[src/thm_pkg.sv]
`default_nettype none
// ----------------------------------------------------------------------------
// thm_pkg
// Shared types, constants and pixel tests of the text halo mask pass.
// ----------------------------------------------------------------------------
package thm_pkg;

	localparam int PIX_W         = 32;
	localparam int FW_W          = 12;
	localparam int FH_W          = 13;
	localparam int RW            = 12;
	localparam int MAX_WIDTH_DEF = 2048;
	localparam int MAX_HEIGHT    = 4096;
	localparam int NSLOT         = 3;

	localparam logic [PIX_W-1:0] OPAQUE = 32'hFF00_0000;

	localparam logic [1:0] REG_HALO   = 2'd0;
	localparam logic [1:0] REG_WIDTH  = 2'd1;
	localparam logic [1:0] REG_HEIGHT = 2'd2;

	typedef struct packed {
		logic x_ge1;
		logic x_ge2;
		logic x_last;
		logic y_ge1;
		logic y_ge2;
		logic y_last;
	} pos_t;

	typedef struct packed {
		logic [PIX_W-1:0] pix;
		logic             done;
	} res_t;

	typedef struct packed {
		res_t [NSLOT-1:0] slot;
		logic [1:0]       cnt;
	} res_set_t;

	function automatic logic mark(input logic v, input logic [PIX_W-1:0] p,
			input logic [PIX_W-1:0] halo);
		return v && (p != halo) && (p != '0);
	endfunction

	function automatic logic [PIX_W-1:0] shade(input logic [PIX_W-1:0] c,
			input logic [PIX_W-1:0] halo, input logic any_mark);
		logic [PIX_W-1:0] r;
		if (c != halo)
			r = c | OPAQUE;
		else if (any_mark)
			r = c;
		else
			r = '0;
		return r;
	endfunction

endpackage
`default_nettype wire

[src/thm_kernel.sv]
`default_nettype none
// ----------------------------------------------------------------------------
// thm_kernel
// Neighbour tests for one input pixel and packing of its up to three results.
// ----------------------------------------------------------------------------
module thm_kernel import thm_pkg::*; (
	input  wire logic [PIX_W-1:0] p,
	input  wire logic [PIX_W-1:0] a_left,
	input  wire logic [PIX_W-1:0] a_cur,
	input  wire logic [PIX_W-1:0] a_right,
	input  wire logic [PIX_W-1:0] a_up,
	input  wire logic [PIX_W-1:0] prev1,
	input  wire logic [PIX_W-1:0] prev2,
	input  wire logic [PIX_W-1:0] halo,
	input  wire pos_t             pos,
	output res_set_t              set
);

	logic [PIX_W-1:0] r0, r1, r2;
	logic             en0, en1, en2;

	always_comb begin
		// pixel above the current one, finished now that its lower neighbour is here
		r0 = shade(a_cur, halo,
			mark(pos.x_ge1, a_left, halo) || mark(!pos.x_last, a_right, halo) ||
			mark(pos.y_ge2, a_up, halo) || mark(1'b1, p, halo));
		// last row: left neighbour of the current pixel
		r1 = shade(prev1, halo,
			mark(pos.x_ge2, prev2, halo) || mark(1'b1, p, halo) ||
			mark(pos.y_ge1, a_left, halo));
		// last row, last column: the current pixel itself
		r2 = shade(p, halo,
			mark(pos.x_ge1, prev1, halo) || mark(pos.y_ge1, a_cur, halo));

		en0 = pos.y_ge1;
		en1 = pos.y_last && pos.x_ge1;
		en2 = pos.y_last && pos.x_last;

		set.slot[0].pix  = en0 ? r0 : (en1 ? r1 : r2);
		set.slot[0].done = !en0 && !en1;
		set.slot[1].pix  = (en0 && en1) ? r1 : r2;
		set.slot[1].done = !(en0 && en1);
		set.slot[2].pix  = r2;
		set.slot[2].done = 1'b1;
		set.cnt = {1'b0, en0} + {1'b0, en1} + {1'b0, en2};
	end

endmodule
`default_nettype wire

[config.mk]
export PLATFORM = sky130hd
export DESIGN_NAME = thm_kernel
export DESIGN_NICKNAME = d
export VERILOG_FILES = /design/src/thm_pkg.sv /design/src/thm_kernel.sv
export SDC_FILE = /design/constraint.sdc
export NUM_CORES = 1
export LEC_CHECK = 0
export BUFFER_PORTS_ARGS = -buffer_cell sky130_fd_sc_hd__buf_4
export CORE_AREA = 2 2 139 141
export DETAILED_ROUTE_END_ITERATION = 16
export DIE_AREA = 0 0 141 143
export PLACE_DENSITY = 0.61
export RECOVER_POWER = 100
export SYNTH_ARGS = -nofsm -noshare
export SYNTH_HDL_FRONTEND = slang
export SYNTH_SLANG_ARGS = --single-unit
[constraint.sdc]
create_clock -name vclk -period 8.02
set_input_delay 1.604 -clock vclk [all_inputs]
set_output_delay 1.604 -clock vclk [all_outputs]
set_load 0.01 [all_outputs]
==> results.txt <==
Row generation in the floorplan step produced 50 rows. The most critical setup path has its startpoint at halo[17]. The power density normalized to cell area came out at 62.18 nW/um2. The mean area per synthesized cell came out at 7.414 um2. In this run the post-CTS setup repair buffer count came out at 0. There are 0 flip-flops and latches. The number of max-capacitance violations reported is 0. The number of max-slew violations in the final report came out at 0.

The worst pin sits at a relative slew slack of 26.77%. The synthesized design spends more area on one cell type than any other, namely sky130_fd_sc_hd__xnor2_1. Ranked by instance count, the synthesized netlist is headed by 192 x sky130_fd_sc_hd__xnor2_1, 74 x sky130_fd_sc_hd__nor4_1, 64 x sky130_fd_sc_hd__nand4_1, 38 x sky130_fd_sc_hd__nor2_1, 32 x sky130_fd_sc_hd__xor2_1.

The worst-case IR drop observed on VDD is 18.41 uV. The I/O pin total is 363. The switching share of total power came out at 52.80%. By instance count, the leading cell after synthesis is sky130_fd_sc_hd__xnor2_1. The final critical delay including setup and external delays came out at 6874 ps.

The ratio of routed vias to standard cells came out at 5.679. For this design the total switching power over the nets is 226.9 uW. The area of the mapped netlist is 4574 um2. The first detailed-routing pass ran for 5 iterations. Summed over all layers, the routed wires come to 31.25 mm. Based on the critical path, the design can be clocked at up to 145.5 MHz. The number of buffers inserted by hold repair at cts came out at 0.

In the final layout, the share of cells above drive strength 1 is 30.45%. The count of nets left with antenna violations once routing finished came out at 0. After synthesis, the cell types taking the most area are sky130_fd_sc_hd__xnor2_1 37%, sky130_fd_sc_hd__nor4_1 10%, sky130_fd_sc_hd__nand4_1 8.8%.

The half-perimeter wire length of the detailed placement result is 25.90 mm. The final clock period utilization by the worst path is 85.71%. Per report_power, the clock group accounts for 0% of the total. The count of final hold-check violations came out at 0. The worst hold-check path type is in2out. During placement, the flow inserted port buffers numbering 362. Once the floorplan was initialized, standard cells occupied 24.62% of the core. The total track usage came out at 29.32%.

The worst setup path is of the in2out kind. Summing over every cut layer, the via total after detailed routing is 6588. The transition time at the pin with the least slew margin is 1096 ps. Setup repair after global routing left no endpoint under its margin. The final cell utilization of the core is 37.19%. The synthesized net count came out at 880. The number of diodes is 0. The final global-route overflow total is 0. The worst-path maximum fanout is 24. The initial antenna violation count is 0. The die area came out at 20160 um2. The sum of negative setup slack is 0 ps. STA classifies the critical path endpoint as an output port. The endpoint arrival time on the critical path is 5270 ps. After synthesis, the largest area contributor takes up 36.76% of total cell area. The count of cell types in the netlist came out at 37. The DRC marker count from the first detailed-route iteration came out at 612. The floorplan step defined a core boundary enclosing 18580 um2. The global-route wire length before repair is 44.51 mm.

Combinational logic burns 100.0% of the power. The total DRC errors in the routed layout came out at 0. Internal power comes to 202.8 uW. The post-cts sizing count came out at 0. The required time of the critical path came out at 6420 ps. The signed area change from the synthesized netlist to the final layout came out at 51.07%. The cell count after synthesis came out at 617. The hold path startpoint is a_cur[13]. The routed wirelength normalized by instance count is 26.94 um.

The run finished with clean final reports. The pin count of the biggest net entering global routing is 33. In this run the worst setup path terminates at set[37]. The leakage dissipation came out at 2.478 nW. Counting the clock-network buffers in the layout gives 0. The filler cells instantiated in the layout total 2105.

The final-report setup violation count is 0. The category of the worst setup path launch point is a primary input. The register share of total power is 0%. For this run, the number of Yosys warnings is 0. The number of nets at the end of the flow is 1191. Sequential cells were found to cover 0% of the synthesized design area. Measured along the y axis, the die boundary spans 143 um. The power after layout came out at 429.7 uW.

The congestion estimate from routability-driven global placement came to 0.9557. The width of the chip is 141 um. Registers take 0 um2. Once placement finished, the instance area stood at 7266 um2.

The via count of the first global-routing pass is 6893. The post-route cell area came out at 6910 um2.
## per-stage QoR
step	setup slack [ps]	hold WS, ps	cells
floorplan	2823	3345	617
global placement	1592	3556	1160
detailed placement	1565	3557	1160
CTS	1549	3557	1160
global route	1004	3578	1160
finish	1146	3572	1160
## layout by cell type (no fill, tap or decap), drive strengths merged, types with 2 or more instances in the layout
cell type,count
a21oi,5
a221o,24
a22o,24
and2,2
buf,274
clkbuf,93
nand2,4
nand4,64
nor2,39
nor2b,24
nor3b,24
nor4,76
o211ai,8
o21a,2
o21ai,12
o22ai,8
or2,2
or3,8
xnor2,192
xor2,32
## worst min-delay path by stage
stage                     endpoint  cells after the start
after global routing       set[16]                      3
after CTS                  set[36]                      3
after global placement     set[45]                      3
after floorplan            set[69]                      1
after detailed placement   set[36]                      3
final                      set[16]                      3
## worst max-delay path, cell delays in order
cell	delay, ps
sky130_fd_sc_hd__buf_4	180
sky130_fd_sc_hd__xnor2_1	220
sky130_fd_sc_hd__nand4_1	160
sky130_fd_sc_hd__nor4_1	770
sky130_fd_sc_hd__nand2_1	590
sky130_fd_sc_hd__a221oi_4	710
sky130_fd_sc_hd__buf_4	360
sky130_fd_sc_hd__a21oi_1	60
sky130_fd_sc_hd__buf_4	250
sky130_fd_sc_hd__a22o_1	210
sky130_fd_sc_hd__buf_4	140
## power by group through the flow
stage	clock (mW)	sequential, mW	combinational (mW)
after global placement	0	0	0.450
after CTS	0	0	0.450
after detailed placement	0	0	0.448
after floorplan	0	0	0.203
final	0	0	0.430
after global routing	0	0	0.454
## cell families (layout without fill, tap and decap cells)
kind of cell / Yosys count / after routing / share of synthesized area (%)
other: 1 / 1 / 0.08198
adder cells (fa/ha/maj): 1 / 1 / 0.4377
AND/OR/NAND/NOR: 244 / 244 / 32.00
AO/OA/AOI/OAI: 88 / 88 / 16.33
buffers and inverters: 59 / 368 / 8.260
XOR/XNOR: 224 / 224 / 42.89
## layer usage
metal	GRT usage [%]	vias to the layer above	wire length [um]
li1	-	2917	-
met1	37.74	3168	12610
met2	51.40	453	15210
met3	5.298	50	2875
met4	5.947	0	551
met5	0	-	0
## cell type report
type / instances / area, um2 / area share, %
Timing Repair Buffer: 367 / 2406 / 34.82
Inverter: 1 / 3.754 / 0.05432
Tap cell: 234 / 292.8 / 4.237
Multi-Input combinational cell: 558 / 4208 / 60.89
Power figures use the tool's default switching activity.
