[config.mk]
export PLATFORM = sky130hd
export DESIGN_NAME = thm_result_queue
export DESIGN_NICKNAME = d
export VERILOG_FILES = /design/src/thm_pkg.sv /design/src/thm_result_queue.sv
export SDC_FILE = /design/constraint.sdc
export NUM_CORES = 1
export LEC_CHECK = 0
export BUFFER_PORTS_ARGS = -buffer_cell sky130_fd_sc_hd__buf_2
export CAP_MARGIN = 20
export CORE_MARGIN = 5
export CORE_UTILIZATION = 53
export DETAILED_ROUTE_END_ITERATION = 8
export PLACE_DENSITY_LB_ADDON = 0.3
export SLEW_MARGIN = 20
export SYNTH_ARGS = -nofsm -noshare
export SYNTH_HDL_FRONTEND = slang
export SYNTH_SLANG_ARGS = --single-unit
[constraint.sdc]
create_clock -name clk -period 2.2 [get_ports clk]
set_input_delay 0.11 -clock clk [delete_from_list [all_inputs] [get_ports clk]]
set_output_delay 0.11 -clock clk [all_outputs]
set_load 0.02 [all_outputs]
[src/thm_pkg.sv]
`default_nettype none
// ----------------------------------------------------------------------------
// thm_pkg
// Shared types, constants and pixel tests of the text halo mask pass.
// ----------------------------------------------------------------------------
package thm_pkg;

	localparam int PIX_W         = 32;
	localparam int FW_W          = 12;
	localparam int FH_W          = 13;
	localparam int RW            = 12;
	localparam int MAX_WIDTH_DEF = 2048;
	localparam int MAX_HEIGHT    = 4096;
	localparam int NSLOT         = 3;

	localparam logic [PIX_W-1:0] OPAQUE = 32'hFF00_0000;

	localparam logic [1:0] REG_HALO   = 2'd0;
	localparam logic [1:0] REG_WIDTH  = 2'd1;
	localparam logic [1:0] REG_HEIGHT = 2'd2;

	typedef struct packed {
		logic x_ge1;
		logic x_ge2;
		logic x_last;
		logic y_ge1;
		logic y_ge2;
		logic y_last;
	} pos_t;

	typedef struct packed {
		logic [PIX_W-1:0] pix;
		logic             done;
	} res_t;

	typedef struct packed {
		res_t [NSLOT-1:0] slot;
		logic [1:0]       cnt;
	} res_set_t;

	function automatic logic mark(input logic v, input logic [PIX_W-1:0] p,
			input logic [PIX_W-1:0] halo);
		return v && (p != halo) && (p != '0);
	endfunction

	function automatic logic [PIX_W-1:0] shade(input logic [PIX_W-1:0] c,
			input logic [PIX_W-1:0] halo, input logic any_mark);
		logic [PIX_W-1:0] r;
		if (c != halo)
			r = c | OPAQUE;
		else if (any_mark)
			r = c;
		else
			r = '0;
		return r;
	endfunction

endpackage
`default_nettype wire

[src/thm_result_queue.sv]
`default_nettype none
// ----------------------------------------------------------------------------
// thm_result_queue
// Output register holding the results of one pixel, handed out one per cycle while res_stall is low.
// ----------------------------------------------------------------------------
module thm_result_queue import thm_pkg::*; (
	input  wire logic             clk,
	input  wire logic             arst_n,
	input  wire logic             load,
	input  wire res_set_t         set,
	output logic                  free,
	output logic                  res_valid,
	input  wire logic             res_stall,
	output logic      [PIX_W-1:0] pixel_out,
	output logic                  last_in_run,
	output logic                  frame_done
);

	res_t [NSLOT-1:0] slot_q;
	logic [1:0]       cnt_q;
	logic [1:0]       idx_q;
	res_t             head;
	logic             take;

	assign res_valid   = (cnt_q != 2'd0);
	assign head        = slot_q[idx_q];
	assign pixel_out   = head.pix;
	assign frame_done  = head.done;
	assign last_in_run = (idx_q == 2'(cnt_q - 2'd1));
	assign take        = res_valid && !res_stall;
	assign free        = !res_valid || (take && last_in_run);

	always_ff @(posedge clk) begin
		if (load)
			slot_q <= set.slot;
	end

	always_ff @(posedge clk or negedge arst_n) begin
		if (!arst_n) begin
			cnt_q <= 2'd0;
			idx_q <= 2'd0;
		end else if (load) begin
			cnt_q <= set.cnt;
			idx_q <= 2'd0;
		end else if (take) begin
			if (last_in_run) begin
				cnt_q <= 2'd0;
				idx_q <= 2'd0;
			end else begin
				idx_q <= idx_q + 2'd1;
			end
		end
	end

	a_idx_in_range: assert property (@(posedge clk) disable iff (!arst_n)
		res_valid |-> (idx_q < cnt_q))
		else $error("result index beyond result count");

	a_idle_idx: assert property (@(posedge clk) disable iff (!arst_n)
		!res_valid |-> (idx_q == 2'd0))
		else $error("result index not cleared when empty");

	a_done_is_last: assert property (@(posedge clk) disable iff (!arst_n)
		(res_valid && frame_done) |-> last_in_run)
		else $error("frame end not on last result of its transaction");

endmodule
`default_nettype wire

==> results of run 1 <==
## worst max-delay path: stages, from the launching register on
cell	delay, ps
dfrtp_2	680
buf_12	270
mux2i_1	110
o21ai_0	240
buf_2	220
## power by group through the flow
stage	clock network [µW]	logic, µW	registers, µW
floorplan	0	683	2410
global route	1220	1310	2420
global placement	0	1040	2440
detailed placement	0	1060	2450
CTS	1100	1200	2410
finish	1100	1220	2410
## final cells by class
type                       count  area [µm²]
tap                           99       123.9
clock buffer                   9       123.9
fill                         392        1306
sequential                   103        3074
clock inverter                 7       56.30
multi-input combinational    119       760.7
antenna                        1       2.502
timing repair buffer         247        1794
inverter                       3       11.26
## stage by stage
step / worst slack [ps] / cell area [µm²] / instances
floorplan: 664.0 / 3935 / 238
global placement: 627.2 / 4763 / 471
detailed placement: 598.8 / 4763 / 471
CTS: 178.2 / 5944 / 587
global route: 103.2 / 5944 / 587
finish: 202.1 / 5947 / 588
## cells by family (layout without fill, tap and decap cells)
group | Yosys count | count (layout)
flip-flops | 103 | 103
AND/OR/NAND/NOR | 41 | 41
AO/OA/AOI/OAI | 40 | 40
multiplexers | 35 | 35
buffers and inverters | 16 | 266
XOR/XNOR | 2 | 2
adder cells (fa/ha/maj) | 1 | 1
other | 0 | 1
## Yosys cell counts (2+ instances only)
| cell | count | area share |
|---|---|---|
| o21ai_1 | 5 | 0.0064 |
| nand2_1 | 34 | 0.032 |
| o22ai_1 | 3 | 0.0048 |
| a21oi_1 | 3 | 0.0038 |
| nor2_1 | 3 | 0.0029 |
| inv_1 | 3 | 0.0029 |
| dfrtp_1 | 4 | 0.025 |
| xnor2_1 | 2 | 0.0045 |
| edfxtp_1 | 99 | 0.76 |
| clkbuf_1 | 5 | 0.0048 |
| buf_6 | 2 | 0.0057 |
| o21ai_0 | 28 | 0.036 |
| mux2i_1 | 35 | 0.089 |
| buf_2 | 2 | 0.0025 |
| buf_8 | 2 | 0.0076 |
## placed cells by master (no fill, tap or decap), types with 5 or more instances in the layout
cell	instances
buf_2	139
dlygate4sd3_1	100
edfxtp_1	99
mux2i_1	35
nand2_1	34
o21ai_0	28
clkbuf_8	9
o21ai_1	5
buf_4	5
## registers in the layout, summed over array words and instances, names as in the netlist
register	flops
cnt_q	2
idx_q	2
slot_q	99
## final timing paths
path / endpoint / slack (ps)
worst max-delay path: pixel_out[17] / 200
worst min-delay path: cnt_q[0]$_DFFE_PN0P_ / 20
worst max register to register: idx_q[1]$_DFFE_PN0P_ / 800
worst min register to register: cnt_q[1]$_DFFE_PN0P_ / 580
max in group asynchronous: idx_q[0]$_DFFE_PN0P_ / 1960
min in group asynchronous: cnt_q[1]$_DFFE_PN0P_ / 100
## layer usage
metal  up-vias  routed length, µm
met5         -                  0
met4         0                274
met3        22                759
met2       134               6224
met1      1432               3629
li1       1382                  -
## repair_timing
item | CTS | global route
hold endpoints to repair | 103 | 0
hold buffers | 100 | 0
endpoints found under the setup margin | 0 | 0
==> flow_metrics.env, run 1 <==
export IMPL_status="finished, final reports clean"
export IMPL_post_cts_resize_count=0
export IMPL_cts_tree="yes"
export IMPL_worstMarginPinSlew_ps=594.9
export IMPL_critPathLaunchType="flop"
export IMPL_wl_per_cell_um=18.52
export IMPL_grt_usage=0.2408
export IMPL_route_detailed_drc=0
export IMPL_async_flop_share=0.03883
export IMPL_grt_use_met3=0.06880
export IMPL_synth_area_mm2=0.003935
export IMPL_hold_depth=3
export IMPL_use_met1=0.2320
export IMPL_finalHoldViolations=0
export IMPL_final_nets=589
export IMPL_r2r_start="cnt_q[0]$_DFFE_PN0P_"
export IMPL_maxSlewHeadroom=0.6034
export IMPL_power_uw=4733
export IMPL_die_y_um=96.17
export IMPL_cts_buffers_inserted=9
export IMPL_grt_pass1_vias=3225
export IMPL_die_w_um=96.17
export IMPL_areaGrowthSynthToFinish_pct=51.13
export IMPL_clk_pin_slew_worst_paths_ps=100
export IMPL_synth_top_family_by_area="multiplexers"
export IMPL_synth_edf_count=99
export IMPL_clock_latency_ps=360
export IMPL_hold_start="set[0]"
export IMPL_die_area_mm2=0.009248
export IMPL_report_final_setup_viol=0
export IMPL_synth_nets=344
export IMPL_synth_xor_area_share=0.004452
export IMPL_seqPwrFrac=0.509
export IMPL_globalRouteMet2Util=0.4681
export IMPL_clock_power_share=0.233
export IMPL_synth_compound_area_share=0.05246
export IMPL_path_class="reg2out"
export IMPL_cellPowerDensity_mw_per_mm2=795.8
export IMPL_rows=31
export IMPL_antenna_found_initial=0
export IMPL_ys_types=23
export IMPL_root_buffer="clkbuf_8"
export IMPL_vias_per_cell=5.051
export IMPL_cp_required_ps=2090
export IMPL_cts_setup_buffers=0
export IMPL_grt_overflow=0
export IMPL_cp_max_fo=24
export IMPL_synth_seq_cells=103
export IMPL_slew_viol_final=0
export IMPL_grt_busiest_layer="met2"
export IMPL_pin_count=141
export IMPL_vias=2970
export IMPL_cap_viol_max_count=0
export IMPL_wl_um=10890
export IMPL_arrival_ps=1890
export IMPL_syn_avg_cell_area_um2=16.53
export IMPL_place_gp_congestion=0.7892
export IMPL_reg2reg_depth=5
export IMPL_synth_simple_gate_area_frac=0.04356
export IMPL_synth_ff_type="edfxtp_1"
export IMPL_core_mm2=0.007253
export IMPL_leakagePower_uw=0.002343
export IMPL_crit_path_end_kind="primary output"
export IMPL_fmax_mhz=500.5
export IMPL_min_period_over_period=0.9081
export IMPL_power_frac_comb=0.258
export IMPL_crit_path_start="idx_q[0]$_DFFE_PN0P_"
export IMPL_yosysSeqAreaShare=0.7809
export IMPL_start_util=0.5425
export IMPL_hold_class="in2reg"
export IMPL_ir_drop_uv=606.2
export IMPL_switching_share=0.3090
export IMPL_postRouteAntennaNets=0
export IMPL_yosysWarnings=0
export IMPL_fin_setup_tns_ps=0
export IMPL_portBuffers=140
export IMPL_synthMuxAreaShare=0.08903
export IMPL_internal_power_uw=3270
export IMPL_grt_start_max_net_pins=48
export IMPL_drive_gt1_frac=0.3381
export IMPL_clock_sinks=103
export IMPL_fin_util=0.8199
export IMPL_synthAdderAreaFrac=0.003180
export IMPL_finClkSkew_ps=5.831
export IMPL_fin_crit_ps=1998
export IMPL_cts_buffer_depth=2
export IMPL_power_switching_uw=1463
export IMPL_whs_ps=24.29
export IMPL_hpwl_um=5741
export IMPL_synth_cells=238
export IMPL_rsz0062_at_grt="no"
export IMPL_drtPass1Iterations=4
export IMPL_drt_iter0_markers=173
export IMPL_grt_pass1_wl_um=15980
export IMPL_htreeDepth=3
(Power assumes the default switching activity.)
==> run 2: changes to the inputs <==
--- a/config.mk
+++ b/config.mk
@@ -5,10 +5,12 @@
 export SDC_FILE = /design/constraint.sdc
 export NUM_CORES = 1
 export LEC_CHECK = 0
+export ABC_AREA = 1
+export ABC_CLOCK_PERIOD_IN_PS = 2200
 export BUFFER_PORTS_ARGS = -buffer_cell sky130_fd_sc_hd__buf_2
 export CAP_MARGIN = 20
 export CORE_MARGIN = 5
-export CORE_UTILIZATION = 53
+export CORE_UTILIZATION = 54
 export DETAILED_ROUTE_END_ITERATION = 8
 export PLACE_DENSITY_LB_ADDON = 0.3
 export SLEW_MARGIN = 20
==> flow_metrics.env, run 2 <==
export IMPL_status="finished, final reports clean"
export IMPL_drt_iter0_markers=114
export IMPL_report_final_setup_viol=0
export IMPL_fin_util=0.8034
export IMPL_dp_slack_ps=573.1
export IMPL_final_cell_mix="buf_2, dlygate4sd3_1, edfxtp_1"
export IMPL_synth_edf_count=99
export IMPL_drtPass1Iterations=4
export IMPL_worstMarginPinSlew_ps=587.5
export IMPL_slew_viol_final=0
export IMPL_ys_types=20
export IMPL_synth_most_common_cell="edfxtp_1"
export IMPL_rrSetupSlack_ps=680
export IMPL_vias_per_cell=5.043
export IMPL_cellPowerDensity_mw_per_mm2=709.4
export IMPL_grt_usage=0.2228
export IMPL_htreeDepth=3
export IMPL_wl_um=10880
export IMPL_clock_latency_ps=360
export IMPL_areaGrowthSynthToFinish_pct=44.50
export IMPL_start_util=0.5560
export IMPL_core_mm2=0.007727
export IMPL_final_nets=632
export IMPL_die_y_um=99.20
export IMPL_clock_sinks=103
export IMPL_r2r_start="idx_q[0]$_DFFE_PN0P_"
export IMPL_grt_pass1_vias=3449
export IMPL_reg2reg_depth=6
export IMPL_cts_buffers_inserted=9
export IMPL_finalHoldViolations=0
export IMPL_synth_seq_cells=103
export IMPL_route_detailed_drc=0
export IMPL_finClkSkew_ps=7.699
export IMPL_portBuffers=140
export IMPL_r2r_end="cnt_q[1]$_DFFE_PN0P_"
export IMPL_cts_setup_buffers=0
export IMPL_grt_overflow=0
export IMPL_antenna_found_initial=0
export IMPL_rsz0062_at_grt="no"
export IMPL_worst_slack_ps=221.5
export IMPL_leakagePower_uw=0.002452
export IMPL_cp_required_ps=2090
export IMPL_cap_viol_max_count=0
export IMPL_crit_path_top_delay_cell="inv_6"
export IMPL_power_uw=4404
export IMPL_yosys_area_top_type="edfxtp_1"
export IMPL_cp_top_family="buffers and inverters"
export IMPL_die_w_um=99.20
export IMPL_die_area_mm2=0.009841
export IMPL_largestRegisters="slot_q x99, cnt_q x2, idx_q x2"
export IMPL_fmax_mhz=505.4
export IMPL_synth_ff_type="edfxtp_1"
export IMPL_crit_path_end_kind="primary output"
export IMPL_top_register="slot_q"
export IMPL_crit_chain="inv_6, nand2_1, nand2_2, nand3_2, nand2_1, buf_2"
export IMPL_synth_cells=285
export IMPL_ir_drop_uv=556.4
export IMPL_syn_avg_cell_area_um2=15.08
export IMPL_synth_nets=391
export IMPL_fin_crit_ps=1978
export IMPL_arrival_ps=1870
export IMPL_ys_top_cells_by_count="edfxtp_1, nor2_1, o21ai_0"
export IMPL_final_common_cell="buf_2"
export IMPL_cp_max_fo=68
export IMPL_hpwl_um=5887
export IMPL_hold_class="in2async"
export IMPL_rows=32
export IMPL_synth_area_mm2=0.004297
export IMPL_cp_buffers_inverters=2
export IMPL_hold_buffers=103
export IMPL_n_antenna_cell=0
export IMPL_largest_reg_flops=99
export IMPL_fin_setup_tns_ps=0
export IMPL_yosysWarnings=0
export IMPL_post_cts_resize_count=0
export IMPL_cts_tree="yes"
export IMPL_wl_per_cell_um=17.18
export IMPL_place_gp_congestion=0.7820
export IMPL_maxSlewHeadroom=0.6080
export IMPL_vias=3192
export IMPL_cts_buffer_depth=2
export IMPL_yosysSeqAreaShare=0.7152
export IMPL_critPathLaunchType="flop"
export IMPL_cp_common_cell="nand2_1"
export IMPL_path_class="reg2out"
export IMPL_postRouteAntennaNets=0
export IMPL_grt_pass1_wl_um=16900
export IMPL_async_flop_share=0.03883
export IMPL_ys_top_cells_by_area="edfxtp_1, nand3_2, o21ai_2"
export IMPL_clk_pin_slew_worst_paths_ps=100
export IMPL_root_buffer="clkbuf_8"
export IMPL_drive_gt1_frac=0.4275
export IMPL_synth_top_area_frac=0.6919
export IMPL_grt_start_max_net_pins=69
export IMPL_min_period_over_period=0.8993
export IMPL_cpPeakStageDelay_ps=460
export IMPL_pin_count=141
## run 2: area by class of cell
type / count / area [µm²]
multi-input cells: 156 / 1003
well taps: 102 / 127.6
fillers: 421 / 1519
flip-flops and latches: 103 / 3074
inverters: 8 / 37.54
clock buffers: 10 / 127.6
repair buffers: 248 / 1784
clock inverters: 6 / 53.80
## run 2: where the power goes
part / switching (µW) / internal, µW
Sequential: 60.4 / 2320
Clock: 664 / 430
Combinational: 536 / 393
## run 2: metal layers
metal / part of all wire / up-vias / wire (µm) / GRT usage
met2: 0.55 / 145 / 6013 / 0.4277
met4: 0.013 / 0 / 142 / 0.05462
met5: 0 / - / 0 / 0
li1: - / 1528 / - / -
met1: 0.36 / 1507 / 3962 / 0.2368
met3: 0.070 / 12 / 757 / 0.06662
## run 2: how the worst max path moves through the flow
stage / startpoint / endpoint / slack (ps) / cells after the start
finish: idx_q[0]$_DFFE_PN0P_ / free / 220 / 6
global placement: idx_q[0]$_DFFE_PN0P_ / free / 640 / 6
CTS: idx_q[0]$_DFFE_PN0P_ / free / 170 / 6
floorplan: cnt_q[0]$_DFFE_PN0P_ / free / 960 / 7
global route: idx_q[0]$_DFFE_PN0P_ / free / 70 / 6
detailed placement: idx_q[0]$_DFFE_PN0P_ / free / 570 / 6
## run 2: cells by family after synthesis
| logic type | count (synthesis) | synth area share |
|---|---|---|
| flops | 103 | 0.7152 |
| fa+ha+maj | 1 | 0.002912 |
| xor+xnor | 1 | 0.002039 |
| buf+inv | 26 | 0.05125 |
| simple gates | 87 | 0.1243 |
| compound gates | 67 | 0.1043 |
## run 2: per-stage QoR
step                std cells  area, µm²  hold slack [ps]
finish                    633       6208            88.07
global route              633       6208            83.16
global placement          514       4996           -82.95
CTS                       633       6208            90.47
floorplan                 285       4297           -185.6
detailed placement        514       4996           -78.69
